File: src/tlnvf_pkg.sv
// Shared types, constants and character helpers for the text filter.
`default_nettype none
package tlnvf_pkg;

    localparam int BUFFER_BYTES_DEF = 2048;
    localparam int QUEUE_DEPTH      = 4;
    localparam int QPTR_W           = $clog2(QUEUE_DEPTH);
    localparam int CFG_IDX_W        = 3;
    localparam int CFG_DATA_W       = 1;

    localparam logic [7:0]  CH_TAB     = 8'd9;
    localparam logic [7:0]  CH_NL      = 8'd10;
    localparam logic [7:0]  CH_SPACE   = 8'd32;
    localparam logic [7:0]  CH_DOLLAR  = 8'd36;
    localparam logic [7:0]  CH_DASH    = 8'd45;
    localparam logic [7:0]  CH_ZERO    = 8'd48;
    localparam logic [7:0]  CH_QUEST   = 8'd63;
    localparam logic [7:0]  CH_UPPER_I = 8'd73;
    localparam logic [7:0]  CH_UPPER_M = 8'd77;
    localparam logic [7:0]  CH_CARET   = 8'd94;
    localparam logic [6:0]  CH_DEL     = 7'd127;
    localparam logic [23:0] NUM_RESET  = 24'h000001;
    localparam logic [23:0] NUM_MAX    = 24'h999999;

    typedef enum logic [CFG_IDX_W-1:0] {
        CFG_NUMBER_ALL      = 3'd0,
        CFG_NUMBER_NONBLANK = 3'd1,
        CFG_SQUEEZE_BLANK   = 3'd2,
        CFG_SHOW_ENDS       = 3'd3,
        CFG_SHOW_TABS       = 3'd4,
        CFG_SHOW_NONPRINT   = 3'd5
    } t_cfg_idx;

    typedef struct packed {
        logic number_all;
        logic number_nonblank;
        logic squeeze_blank;
        logic show_ends;
        logic show_tabs;
        logic show_nonprint;
    } t_cfg;

    // one classified input byte handed from front to back
    typedef struct packed {
        logic [7:0]  data;
        logic        numbered;
        logic [23:0] digits;
    } t_cmd;

    typedef struct packed {
        logic [3:0][7:0] ch;
        logic [2:0]      len;
    } t_body;

    typedef struct packed {
        logic full;
        logic empty;
    } t_q_stat;

    function automatic logic [23:0] bcd_bump(input logic [23:0] v);
        logic [23:0] r;
        logic        carry;
        r     = v;
        carry = 1'b1;
        if (v != NUM_MAX) begin
            for (int d = 0; d < 6; d++) begin
                if (carry) begin
                    if (v[4*d +: 4] < 4'd9) begin
                        r[4*d +: 4] = v[4*d +: 4] + 4'd1;
                        carry       = 1'b0;
                    end else begin
                        r[4*d +: 4] = 4'd0;
                    end
                end
            end
        end
        return r;
    endfunction

    // idx 0..5 are the six digit columns, idx 6 is the tab
    function automatic logic [7:0] num_char(input logic [23:0] digits, input logic [2:0] idx);
        logic [2:0] d;
        logic       nz;
        logic [7:0] c;
        d  = 3'd5 - idx;
        nz = 1'b0;
        for (int k = 0; k < 6; k++) begin
            if (3'(k) >= d && digits[4*k +: 4] != 4'd0) begin
                nz = 1'b1;
            end
        end
        if (idx == 3'd6) begin
            c = CH_TAB;
        end else if (!nz && idx != 3'd5) begin
            c = CH_SPACE;
        end else begin
            c = CH_ZERO + {4'd0, digits[4*d +: 4]};
        end
        return c;
    endfunction

    function automatic t_body body_chars(input logic [7:0] b, input t_cfg cfg);
        t_body      r;
        logic [6:0] lo;
        logic [2:0] p;
        r.ch  = '0;
        r.len = 3'd1;
        lo    = b[6:0];
        p     = 3'd0;
        if (b == CH_TAB && cfg.show_tabs) begin
            r.ch[0] = CH_CARET;
            r.ch[1] = CH_UPPER_I;
            r.len   = 3'd2;
        end else if (b == CH_NL) begin
            if (cfg.show_ends) begin
                r.ch[0] = CH_DOLLAR;
                r.ch[1] = CH_NL;
                r.len   = 3'd2;
            end else begin
                r.ch[0] = CH_NL;
            end
        end else if (cfg.show_nonprint && b != CH_TAB) begin
            if (b[7]) begin
                r.ch[0] = CH_UPPER_M;
                r.ch[1] = CH_DASH;
                p       = 3'd2;
            end
            if (lo == CH_DEL) begin
                r.ch[p[1:0]]        = CH_CARET;
                r.ch[p[1:0] + 2'd1] = CH_QUEST;
                r.len               = p + 3'd2;
            end else if (lo < 7'd32) begin
                r.ch[p[1:0]]        = CH_CARET;
                r.ch[p[1:0] + 2'd1] = {1'b0, lo} + 8'd64;
                r.len               = p + 3'd2;
            end else begin
                r.ch[p[1:0]] = {1'b0, lo};
                r.len        = p + 3'd1;
            end
        end else begin
            r.ch[0] = b;
        end
        return r;
    endfunction

endpackage
`default_nettype wire

File: src/tlnvf_in_if.sv
// Input channel: one text byte per request.
`default_nettype none
interface tlnvf_in_if;
    logic       valid;
    logic       ready;
    logic [7:0] in_byte;
    logic       first_of_file;

    modport source (output valid, output in_byte, output first_of_file, input ready);
    modport sink   (input valid, input in_byte, input first_of_file, output ready);
endinterface
`default_nettype wire

File: src/tlnvf_out_if.sv
// Output channel: one character per request.
`default_nettype none
interface tlnvf_out_if;
    logic       valid;
    logic       ready;
    logic [7:0] out_byte;
    logic       last_of_run;

    modport source (output valid, output out_byte, output last_of_run, input ready);
    modport sink   (input valid, input out_byte, input last_of_run, output ready);
endinterface
`default_nettype wire

File: src/tlnvf_front.sv
// Front end: chunk tracking, squeeze, line numbering decision.
`default_nettype none
module tlnvf_front
    import tlnvf_pkg::*;
#(
    parameter int BUFFER_BYTES = BUFFER_BYTES_DEF
) (
    input  wire logic i_clk,
    input  wire logic i_rst_n,
    input  wire t_cfg i_cfg,
    input  wire logic i_valid,
    input  wire logic [7:0] i_byte,
    input  wire logic i_first,
    input  wire logic i_q_full,
    output logic      o_ready,
    output logic      o_push,
    output t_cmd      o_cmd
);

    localparam int POS_W = $clog2(BUFFER_BYTES);

    logic [POS_W-1:0] r_pos, n_pos;
    logic             r_prev, n_prev;
    logic [23:0]      r_digits, n_digits;

    logic [POS_W-1:0] pos;
    logic             prev;
    logic             at_start;
    logic             empty;
    logic             drop;
    logic             numbered;
    logic             take;

    assign o_ready = !i_q_full;
    assign take    = i_valid && o_ready;

    always_comb begin
        pos      = i_first ? '0 : r_pos;
        prev     = i_first ? 1'b0 : r_prev;
        at_start = (pos == '0);
        empty    = (i_byte == CH_NL);
        drop     = at_start && i_cfg.squeeze_blank && empty && prev;
        numbered = at_start && (i_cfg.number_nonblank ? !empty : i_cfg.number_all);

        n_pos    = r_pos;
        n_prev   = r_prev;
        n_digits = r_digits;
        if (take) begin
            n_pos  = pos;
            n_prev = prev;
            if (!drop) begin
                if (numbered) begin
                    n_digits = bcd_bump(r_digits);
                end
                if (at_start) begin
                    n_prev = empty;
                end
                // chunk ends at newline or when the buffer would fill
                if (empty || pos == POS_W'(BUFFER_BYTES - 2)) begin
                    n_pos = '0;
                end else begin
                    n_pos = pos + 1'b1;
                end
            end
        end
    end

    assign o_push         = take && !drop;
    assign o_cmd.data     = i_byte;
    assign o_cmd.numbered = numbered;
    assign o_cmd.digits   = r_digits;

    always_ff @(posedge i_clk) begin
        if (!i_rst_n) begin
            r_pos    <= '0;
            r_prev   <= 1'b0;
            r_digits <= NUM_RESET;
        end else begin
            r_pos    <= n_pos;
            r_prev   <= n_prev;
            r_digits <= n_digits;
        end
    end

endmodule
`default_nettype wire

File: src/tlnvf_queue.sv
// Small queue of classified bytes between front and back.
`default_nettype none
module tlnvf_queue
    import tlnvf_pkg::*;
(
    input  wire logic i_clk,
    input  wire logic i_rst_n,
    input  wire logic i_push,
    input  wire t_cmd i_wdata,
    input  wire logic i_pop,
    output t_cmd      o_rdata,
    output t_q_stat   o_stat
);

    t_cmd              r_mem [QUEUE_DEPTH];
    logic [QPTR_W-1:0] r_wr;
    logic [QPTR_W-1:0] r_rd;
    logic [QPTR_W:0]   r_cnt;

    assign o_rdata      = r_mem[r_rd];
    assign o_stat.full  = (r_cnt == (QPTR_W + 1)'(QUEUE_DEPTH));
    assign o_stat.empty = (r_cnt == '0);

    always_ff @(posedge i_clk) begin
        if (i_push) begin
            r_mem[r_wr] <= i_wdata;
        end
    end

    always_ff @(posedge i_clk) begin
        if (!i_rst_n) begin
            r_wr  <= '0;
            r_rd  <= '0;
            r_cnt <= '0;
        end else begin
            if (i_push) begin
                r_wr <= r_wr + 1'b1;
            end
            if (i_pop) begin
                r_rd <= r_rd + 1'b1;
            end
            case ({i_push, i_pop})
                2'b10:   r_cnt <= r_cnt + 1'b1;
                2'b01:   r_cnt <= r_cnt - 1'b1;
                default: r_cnt <= r_cnt;
            endcase
        end
    end

endmodule
`default_nettype wire

File: src/tlnvf_back.sv
// Back end: expands one classified byte into its output characters.
`default_nettype none
module tlnvf_back
    import tlnvf_pkg::*;
(
    input  wire logic    i_clk,
    input  wire logic    i_rst_n,
    input  wire t_cfg    i_cfg,
    input  wire t_cmd    i_cmd,
    input  wire t_q_stat i_q_stat,
    output logic         o_pop,
    output logic         o_valid,
    input  wire logic    i_ready,
    output logic [7:0]   o_byte,
    output logic         o_last
);

    logic       r_busy;
    t_cmd       r_cur;
    logic [3:0] r_idx;
    logic       r_ov;
    logic [7:0] r_ob;
    logic       r_ol;

    t_body      body;
    logic [3:0] num_len;
    logic [3:0] body_off;
    logic [7:0] ch;
    logic       last;
    logic       out_free;
    logic       emit;

    always_comb begin
        body     = body_chars(r_cur.data, i_cfg);
        num_len  = r_cur.numbered ? 4'd7 : 4'd0;
        body_off = r_idx - num_len;
        if (r_idx < num_len) begin
            ch = num_char(r_cur.digits, r_idx[2:0]);
        end else begin
            ch = body.ch[body_off[1:0]];
        end
        last = (r_idx == num_len + {1'b0, body.len} - 4'd1);
    end

    assign out_free = !r_ov || i_ready;
    assign emit     = r_busy && out_free;
    // refill in the cycle the last character leaves, so runs stay back to back
    assign o_pop    = !i_q_stat.empty && (!r_busy || (emit && last));

    always_ff @(posedge i_clk) begin
        if (o_pop) begin
            r_cur <= i_cmd;
        end
        if (out_free) begin
            r_ob <= ch;
            r_ol <= last;
        end
    end

    always_ff @(posedge i_clk) begin
        if (!i_rst_n) begin
            r_busy <= 1'b0;
            r_idx  <= '0;
            r_ov   <= 1'b0;
        end else begin
            if (out_free) begin
                r_ov <= emit;
            end
            if (o_pop) begin
                r_busy <= 1'b1;
                r_idx  <= '0;
            end else if (emit) begin
                if (last) begin
                    r_busy <= 1'b0;
                end
                r_idx <= r_idx + 4'd1;
            end
        end
    end

    assign o_valid = r_ov;
    assign o_byte  = r_ob;
    assign o_last  = r_ol;

endmodule
`default_nettype wire

File: src/text_line_number_visualize_filter.sv
// Path: an accepted byte is written to the queue, loaded into the back end's current-byte register,
// and its characters leave through the single-character output register, one per cycle while the
// receiver is ready; an input byte expands to 1 to 11 characters.
// Input is taken every cycle while the 4-entry queue has room.
// Reset: synchronous, active low; options cleared, line number back to 1, queue empty.
`default_nettype none
module text_line_number_visualize_filter
    import tlnvf_pkg::*;
#(
    parameter int BUFFER_BYTES = BUFFER_BYTES_DEF
) (
    input  wire logic                  i_clk,
    input  wire logic                  i_rst_n,
    tlnvf_in_if.sink                   i_in,
    tlnvf_out_if.source                o_out,
    input  wire logic                  i_cfg_we,
    input  wire logic [CFG_IDX_W-1:0]  i_cfg_idx,
    input  wire logic [CFG_DATA_W-1:0] i_cfg_data
);

    t_cfg    r_cfg;
    t_cmd    push_cmd;
    t_cmd    pop_cmd;
    t_q_stat q_stat;
    logic    q_push;
    logic    q_pop;

    always_ff @(posedge i_clk) begin
        if (!i_rst_n) begin
            r_cfg <= '0;
        end else if (i_cfg_we) begin
            case (t_cfg_idx'(i_cfg_idx))
                CFG_NUMBER_ALL:      r_cfg.number_all      <= i_cfg_data[0];
                CFG_NUMBER_NONBLANK: r_cfg.number_nonblank <= i_cfg_data[0];
                CFG_SQUEEZE_BLANK:   r_cfg.squeeze_blank   <= i_cfg_data[0];
                CFG_SHOW_ENDS:       r_cfg.show_ends       <= i_cfg_data[0];
                CFG_SHOW_TABS:       r_cfg.show_tabs       <= i_cfg_data[0];
                CFG_SHOW_NONPRINT:   r_cfg.show_nonprint   <= i_cfg_data[0];
                default:             r_cfg                 <= r_cfg;
            endcase
        end
    end

    tlnvf_front #(
        .BUFFER_BYTES(BUFFER_BYTES)
    ) u_front (
        .i_clk    (i_clk),
        .i_rst_n  (i_rst_n),
        .i_cfg    (r_cfg),
        .i_valid  (i_in.valid),
        .i_byte   (i_in.in_byte),
        .i_first  (i_in.first_of_file),
        .i_q_full (q_stat.full),
        .o_ready  (i_in.ready),
        .o_push   (q_push),
        .o_cmd    (push_cmd)
    );

    tlnvf_queue u_queue (
        .i_clk   (i_clk),
        .i_rst_n (i_rst_n),
        .i_push  (q_push),
        .i_wdata (push_cmd),
        .i_pop   (q_pop),
        .o_rdata (pop_cmd),
        .o_stat  (q_stat)
    );

    tlnvf_back u_back (
        .i_clk    (i_clk),
        .i_rst_n  (i_rst_n),
        .i_cfg    (r_cfg),
        .i_cmd    (pop_cmd),
        .i_q_stat (q_stat),
        .o_pop    (q_pop),
        .o_valid  (o_out.valid),
        .i_ready  (o_out.ready),
        .o_byte   (o_out.out_byte),
        .o_last   (o_out.last_of_run)
    );

    a_no_push_full: assert property (@(posedge i_clk) disable iff (!i_rst_n)
        q_push |-> !q_stat.full)
        else $error("queue written while full");

    a_no_pop_empty: assert property (@(posedge i_clk) disable iff (!i_rst_n)
        q_pop |-> !q_stat.empty)
        else $error("queue read while empty");

    a_reset_empty: assert property (@(posedge i_clk)
        !i_rst_n |=> q_stat.empty && !o_out.valid)
        else $error("queue or output not cleared by reset");

endmodule
`default_nettype wire

File: src/flat_wrapper.sv
// flat-port wrapper written by rule: the top's interface ports become plain ports
module text_line_number_visualize_filter_flat import tlnvf_pkg::*;
#(
    parameter int BUFFER_BYTES = BUFFER_BYTES_DEF
)
  (i_clk, i_rst_n, i_cfg_we, i_cfg_idx, i_cfg_data, i_in_valid, i_in_in_byte, i_in_first_of_file, i_in_ready, o_out_valid, o_out_out_byte, o_out_last_of_run, o_out_ready);
  tlnvf_in_if i_in_i ();
  tlnvf_out_if o_out_i ();
  input  wire logic i_clk;
  input  wire logic i_rst_n;
  input  wire logic i_cfg_we;
  input  wire logic [CFG_IDX_W-1:0] i_cfg_idx;
  input  wire logic [CFG_DATA_W-1:0] i_cfg_data;
  input wire logic [$bits(i_in_i.valid)-1:0] i_in_valid;
  input wire logic [$bits(i_in_i.in_byte)-1:0] i_in_in_byte;
  input wire logic [$bits(i_in_i.first_of_file)-1:0] i_in_first_of_file;
  output wire logic [$bits(i_in_i.ready)-1:0] i_in_ready;
  output wire logic [$bits(o_out_i.valid)-1:0] o_out_valid;
  output wire logic [$bits(o_out_i.out_byte)-1:0] o_out_out_byte;
  output wire logic [$bits(o_out_i.last_of_run)-1:0] o_out_last_of_run;
  input wire logic [$bits(o_out_i.ready)-1:0] o_out_ready;
  assign i_in_i.valid = i_in_valid;
  assign i_in_i.in_byte = i_in_in_byte;
  assign i_in_i.first_of_file = i_in_first_of_file;
  assign i_in_ready = i_in_i.ready;
  assign o_out_valid = o_out_i.valid;
  assign o_out_out_byte = o_out_i.out_byte;
  assign o_out_last_of_run = o_out_i.last_of_run;
  assign o_out_i.ready = o_out_ready;
  text_line_number_visualize_filter #(.BUFFER_BYTES(BUFFER_BYTES)) u_core (.i_clk(i_clk), .i_rst_n(i_rst_n), .i_in(i_in_i), .o_out(o_out_i), .i_cfg_we(i_cfg_we), .i_cfg_idx(i_cfg_idx), .i_cfg_data(i_cfg_data));
endmodule
File: config.mk
export PLATFORM = sky130hd
export DESIGN_NAME = text_line_number_visualize_filter_flat
export DESIGN_NICKNAME = d
export VERILOG_FILES = /design/src/tlnvf_pkg.sv /design/src/tlnvf_in_if.sv /design/src/tlnvf_out_if.sv /design/src/tlnvf_front.sv /design/src/tlnvf_queue.sv /design/src/tlnvf_back.sv /design/src/text_line_number_visualize_filter.sv /design/src/flat_wrapper.sv
export SDC_FILE = /design/constraint.sdc
export NUM_CORES = 1
export LEC_CHECK = 0
export ABC_AREA = 1
export BUFFER_PORTS_ARGS = -buffer_cell sky130_fd_sc_hd__buf_4
export CAP_MARGIN = 20
export CORE_MARGIN = 3
export CORE_UTILIZATION = 50
export CTS_CLUSTER_DIAMETER = 60
export CTS_CLUSTER_SIZE = 20
export DETAILED_ROUTE_END_ITERATION = 8
export HOLD_SLACK_MARGIN = 0.08
export PLACE_DENSITY = 0.72
export SLEW_MARGIN = 20
export SYNTH_ARGS = -nofsm -noshare
export SYNTH_HDL_FRONTEND = slang
export SYNTH_HIERARCHICAL = 1
export SYNTH_SLANG_ARGS = --single-unit
File: constraint.sdc
create_clock -name i_clk -period 7.56 [get_ports i_clk]
set_input_delay 0.378 -clock i_clk [delete_from_list [all_inputs] [get_ports i_clk]]
set_output_delay 0.378 -clock i_clk [all_outputs]
set_load 0.05 [all_outputs]
# After elaboration in Yosys (flattened, before gate mapping)
# Memory sizes are Yosys's and may differ from the RTL's. A register that Yosys moved wholly into a read port is not among the register bits.
# Index checks and enable logic that the tools add are counted.
# word_totals
word_cells	233
latchBits	0
mem_count	1
reg_bits	64
output_inout_bits	11
ramBits	132
input_bits	18
mem_bits_ro	0
# mem_list
name	depth	width	read_ports	rd_ports_with_merged_regs	wr	line_no	rtl
u_core.u_queue.r_mem	4	33	1	1	1	tlnvf_queue.sv:15	t_cmd r_mem [QUEUE_DEPTH];
# classes
shift	1
muxes	87
magnitude_cmp	19
n_addsub	21
div_mod_pow	0
n_reduce_logical	56
eq_ne	18
n_bitwise	8
multipliers	0
# op_table
operator	n
$mux W16	5
$mux W35	2
$bwmux W32	2
$mux W1	45
$mux W8	5
$mux W19	2
$mux W11	3
$demux W8 S2	2
$add A4 B1 Y4 const B	7
$mux W4	7
$reduce_and A5 Y1	5
$eq A8 B4 Y1 const B	3
$lt A4 B4 Y1 const B	6
$mux W24	1
$ne A24 B24 Y1 const B	1
$or A24 B24 Y24	1
$reduce_bool A4 Y1	6
$shiftx A24 B6 Y4	1
$logic_and A1 B1 Y1	20
$or A10 B20 Y20	1
$bmux W8 S2	1
$mux W3	5
$mux W14	1
$mux W7	2
other kinds (44)	76

# Logic depth before layout (Yosys ltp)
# depth
depth_word	28
depth_mapped	29
mapped_depth_nobuf	28

# Cells and area by module
# The synthesis kept the hierarchy.
# by_module_without_submodules
module	seq_area_each_um2	area_per_inst_um2	n_inst	cells_per_inst
tlnvf_queue	4144.0	5361.4	1	376
tlnvf_back	1381.3	3098.0	1	372
tlnvf_front	720.7	2543.7	1	390
text_line_number_visualize_filter	120.1	280.3	1	42

# Worst setup path after synthesis
# Ideal clock, no wire load.
# synth_timing
path_type	reg-to-reg
start	reg, netlist name u_core/u_back/r_cur[28]
end	reg u_core.u_queue.r_cnt[2]
required_time_ps	7450
path_buffers	0
arrival_time_ps	4365
slack_ps	3085
synth_period_minus_slack_ps	4475
path_stages_with_launch	29
setup_time_ps	110
cell_sequence	edfxtp_1 inv_2 nor2_2 nand2_2 nor2_4 nor2_2 o21ai_0 nor2_1 nor2_1 ha_1 inv_1 ha_1 inv_1 fa_1 xnor2_1 nor3_1 nand2_1 o21ai_1 nand2_1 inv_1 ha_1 inv_1 fa_1 inv_1 nand2_1 nand3_1 nand2_1 inv_1 nor2_1
# synth_between
elab_chain_cells	14
word_cells_on_any_way	22
classes_between	add/sub: 2; order compare: 1; eq/ne: 7; mux: 6; reduce/logical: 6
# synth_rtl
item	line_no	rtl
$lt A7 B6 Y1	tlnvf_pkg.sv:132	end else if (lo < 7'd32) begin
$mux W35	tlnvf_pkg.sv:132	
$mux W35	tlnvf_pkg.sv:128	if (lo == CH_DEL) begin
$mux W3	tlnvf_pkg.sv:122	end else if (cfg.show_nonprint && b != CH_TAB) begin
$mux W19	tlnvf_pkg.sv:114	end else if (b == CH_NL) begin
$mux W19 *	tlnvf_pkg.sv:110	if (b == CH_TAB && cfg.show_tabs) begin
$add A3 B3 Y4 *	tlnvf_back.sv:42	last = (r_idx == num_len + {1'b0, body.len} - 4'd1);
$sub A4 B1 Y4 *	tlnvf_back.sv:42	
$eq A4 B4 Y1 *	tlnvf_back.sv:42	
$logic_and A1 B1 Y1 *	tlnvf_back.sv:48	assign o_pop = !i_q_stat.empty && (!r_busy || (emit && last));
$logic_or A1 B1 Y1 *	tlnvf_back.sv:48	
$logic_and A1 B1 Y1 *	tlnvf_back.sv:48	
named net u_core.q_pop	text_line_number_visualize_filter.sv:26	logic q_pop;
$eq A2 B1 Y1 or $eq A2 B2 Y1 (tied branches)	tlnvf_queue.sv:42	case ({i_push, i_pop})
$pmux W3 S2 or $reduce_bool A2 Y1 (tied branches)	--	
end signal, assigned	tlnvf_queue.sv:43	2'b10: r_cnt <= r_cnt + 1'b1;
end signal, assigned	tlnvf_queue.sv:44	2'b01: r_cnt <= r_cnt - 1'b1;
end signal, assigned	tlnvf_queue.sv:45	default: r_cnt <= r_cnt;
end, declared	tlnvf_queue.sv:18	logic [QPTR_W:0] r_cnt;
# Mark *: on every way through the listed nets, which the timed path passes. The rest lies on a longest branch.
# A chain may end at the register's enable or synchronous reset.

# Final worst setup path
# layout_timing
start	reg, netlist name u_core/u_back/r_cur[32]
end	reg u_core.u_queue.r_cnt[2]
# layout_between
elab_chain_cells	18
word_cells_on_any_way	26
classes_between	add/sub: 4; eq/ne: 6; mux: 10; reduce/logical: 6
# layout_rtl
item	line_no	rtl
$mux W2	tlnvf_pkg.sv:123	if (b[7]) begin
$mux W3	tlnvf_pkg.sv:122	
$mux W3	tlnvf_pkg.sv:114	
$mux W3	tlnvf_pkg.sv:110	
$add A3 B1 Y3 or $add A3 B2 Y3 (tied branches)	tlnvf_pkg.sv:138, tlnvf_pkg.sv:131, tlnvf_pkg.sv:135	
$mux W35	tlnvf_pkg.sv:132	
$mux W35	tlnvf_pkg.sv:128	
$mux W3	tlnvf_pkg.sv:122	
[3 not listed]	--	
$sub A4 B1 Y4 *	tlnvf_back.sv:42	
$eq A4 B4 Y1 *	tlnvf_back.sv:42	
$logic_and A1 B1 Y1 *	tlnvf_back.sv:48	
$logic_or A1 B1 Y1 *	tlnvf_back.sv:48	
$logic_and A1 B1 Y1 *	tlnvf_back.sv:48	
named net u_core.q_pop	text_line_number_visualize_filter.sv:26	
$eq A2 B1 Y1 or $eq A2 B2 Y1 (tied branches)	tlnvf_queue.sv:42	
$pmux W3 S2 or $reduce_bool A2 Y1 (tied branches)	--	
# Mark *: on every way through the listed nets, which the timed path passes. The rest lies on a longest branch. The select of a mux whose other input is x is not followed.

==> impl_metrics.tcl <==
set metrics [dict create \
    start_util_pct 51.2 \
    yosys.area_share.simple_pct 18.9 \
    nFillCells 1920 \
    grt_antenna_before_repair 0 \
    io_pins 29 \
    intPower_w 0.00261 \
    arrival_ns 5.17 \
    syn-cell-area_um2 11300 \
    cp_slowest_cell "edfxtp_1" \
    ys_seq_elements 231 \
    routed-via-count 8138 \
    grt_pass1_wl_mm 38.9 \
    power.share.clock_pct 24.4 \
    switchingPower_w 0.00158 \
    yosys_warnings 6 \
    finalHoldViolations 0 \
    fmax_mhz 210 \
    pwr-share-seq_pct 42.4 \
    crit_top_cell "inv_1" \
    cp.required_ns 7.96 \
    drtIter0Drc 725 \
    clock-skew-final_ns 0.0156 \
    drc 0 \
    dpl.hpwl_mm 15.5 \
    slew_headroom_pct 40.6 \
    syn_inst 1180 \
    insertedDiodeCount 0 \
    place.gp.congestion 0.923 \
    final_cell_mix "nand2_1, edfxtp_1, nor2_1" \
    leakage_nw 4.80 \
    power.share.switching_pct 37.7 \
    cts_setup_buffers 0 \
    port_buffers 28 \
    ys_seq_area_share_pct 56.4 \
    finalCriticalPeriod_ns 4.77 \
    clk_latency_ns 0.50 \
    maxCapViolations 0 \
    synth_adder_area_share_pct 4.75 \
    power_density_nw_per_um2 344 \
    first_pass_iters 5 \
    muxShareOfSynthArea_pct 0 \
    period_share_pct 63.1 \
    min_path_type "input port to flip-flop" \
    final_util_pct 55.3 \
    synth.distinct_cells 43 \
    gr-total-overflow 0 \
    grt_max_degree 68 \
    root_buffer "clkbuf_16" \
    yosys.area_share.xor_xnor_pct 1.40 \
    cts_buffers 19 \
    synth-compound-area-share_pct 11.2 \
    finalSetupViolCount 0 \
    ant_nets 0 \
    final_max_slew_viol_count 0 \
    rsz0062_at_grt "false" \
    path_class "flip-flop to flip-flop" \
    grt_pass1_vias 7660 \
    worstPathMaxFanout 36 \
    nNetsFinal 1248 \
    worst_setup_path_end_kind "flip-flop" \
    cts.sinks 231 \
    worstSetupStartpointType "flip-flop" \
    std_cell_rows 54 \
    track_usage_pct 19.8 \
    dieWidth_um 156 \
    vdd_ir_drop_max_v 0.000156 \
    wl_mm 24.0 \
    die_h_um 156 \
    area_growth_pct 8.01 \
    final_common_cell "nand2_1" \
    fp.coreArea_um2 22000 \
    cts_tree "yes" \
    wire_per_inst_um 16.2 \
    fin_setup_tns_ns 0 \
    synth_top_family_by_area "simple AND/OR/NAND/NOR gates" \
    p_comb_share_pct 33.2 \
    clockBufferDepth 3 \
    outcome "completed" \
    die_area_um2 24400 \
    path_clk_slew_ns 0.07 \
    worst_pin_slew_ns 0.890 \
    crit_family "adder cells" \
    cp.buffers_inverters 7 \
    syn-num-nets 1239 \
    drive_gt1_share_pct 8.99 \
    syn_avg_cell_area_um2 9.56 \
    routed_via_density 5.49 \
    critPathMaxStageDelay_ns 0.56 \
    h-tree-depth 1 \
]
[kinds of logic after synthesis]
logic type,Yosys count
AND/OR/NAND/NOR,490
AO/OA/AOI/OAI,234
flip-flops,231
buffers and inverters,166
adder cells (fa/ha/maj),41
XOR/XNOR,18
[registers in the layout (all words and copies together), names as in the netlist, named ones only]
signal,count
u_core/u_front/r_pos,11
u_core/r_cfg,6
u_core/u_front/r_prev,1
u_core/u_back/r_cur,33
u_core/u_queue/r_cnt,3
u_core/u_front/r_digits,24
u_core/u_back/r_busy,1
u_core/u_queue/r_wr,2
u_core/u_back/r_idx,4
u_core/u_queue/r_mem,132
u_core/u_back/o_byte,8
u_core/u_back/o_last,1
u_core/u_queue/r_rd,2
u_core/u_back/o_valid,1
[metal layers]
layer,GRT usage (%),part of all wire (%)
met5,0,0
met4,6.75,3.4
met1,25.9,43
met3,2.74,4.7
met2,34.0,49
[what timing repair did]
item	in CTS	in global routing
gates resized for setup	0	0
hold buffers	2	1
setup endpoints to repair	0	0
hold endpoints to repair	8	3
[worst paths after layout]
| path | startpoint | endpoint | slack, ns | depth (start not counted) |
|---|---|---|---|---|
| max | u_core/u_back/r_cur[32] | u_core/u_queue/r_cnt[2] | 2.79 | 28 |
| min | i_in_in_byte[1] | u_core/u_queue/r_mem[1][26] | 0.09 | 1 |
| max reg2reg | u_core/u_back/r_cur[32] | u_core/u_queue/r_cnt[2] | 2.79 | 28 |
| min reg2reg | u_core/u_queue/r_rd[1] | u_core/u_queue/r_rd[1] | 0.46 | 1 |
[layout make-up]
class                   instances  area, um2  area share [%]
repair buffers                 37        285            2.34
multi-input cells             783       4090            33.6
clock inverters                13        161            1.32
clock buffers                  21        483            3.96
inverters                     117        445            3.66
well taps                     280        350            2.87
flip-flops and latches        231       6370            52.2
[worst register-to-register path: cells and delay by family, from the launching register on]
family,cells,cell delay [ns]
fa+ha+maj,5,1.54
simple gates,13,1.31
buf+inv,7,0.72
flops,1,0.56
compound gates,2,0.39
xor+xnor,1,0.14
[through the flow]
stage	total power (W)	cell area [um2]	hold WS, ns	setup WS, ns	cells
CTS	0.00420	12200	0.0801	2.80	1481
detailed placement	0.00317	11500	0.432	2.88	1445
global route	0.00444	12200	0.0805	2.36	1482
finish	0.00419	12200	0.0945	2.79	1482
floorplan	0.00286	11300	0.412	3.09	1180
global placement	0.00317	11500	0.427	2.93	1445
[power by group through the flow]
stage	sequential, W	combinational (W)	clock, W
2_1_floorplan	0.00184	0.00102	0
3_3_place_gp	0.00180	0.00137	0
3_5_place_dp	0.00180	0.00137	0
4_1_cts	0.00178	0.00138	0.00104
5_1_grt	0.00180	0.00154	0.00110
6_report	0.00178	0.00139	0.00102
[synthesized netlist by cell type (all sizes together)]
library cell | n | area [um2]
a211oi | 1 | 7.51
a21boi | 1 | 7.51
a21oi | 53 | 265
a31oi | 1 | 6.26
and2 | 1 | 6.26
buf | 38 | 325
clkbuf | 11 | 53.8
clkinv | 3 | 16.3
dfxtp | 57 | 1140
edfxtp | 174 | 5230
fa | 3 | 60.1
ha | 38 | 475
inv | 114 | 428
nand2 | 205 | 838
nand3 | 77 | 390
nand4 | 14 | 87.6
nor2 | 181 | 744
nor3 | 9 | 45.0
nor4 | 2 | 18.8
o2111ai | 1 | 8.76
o211ai | 11 | 82.6
o21a | 2 | 15.0
o21ai | 126 | 631
o21bai | 2 | 15.0
o22ai | 36 | 225
or2 | 1 | 6.26
xnor2 | 5 | 43.8
xor2 | 13 | 114
Note: power is estimated with default switching activity, not from simulation.
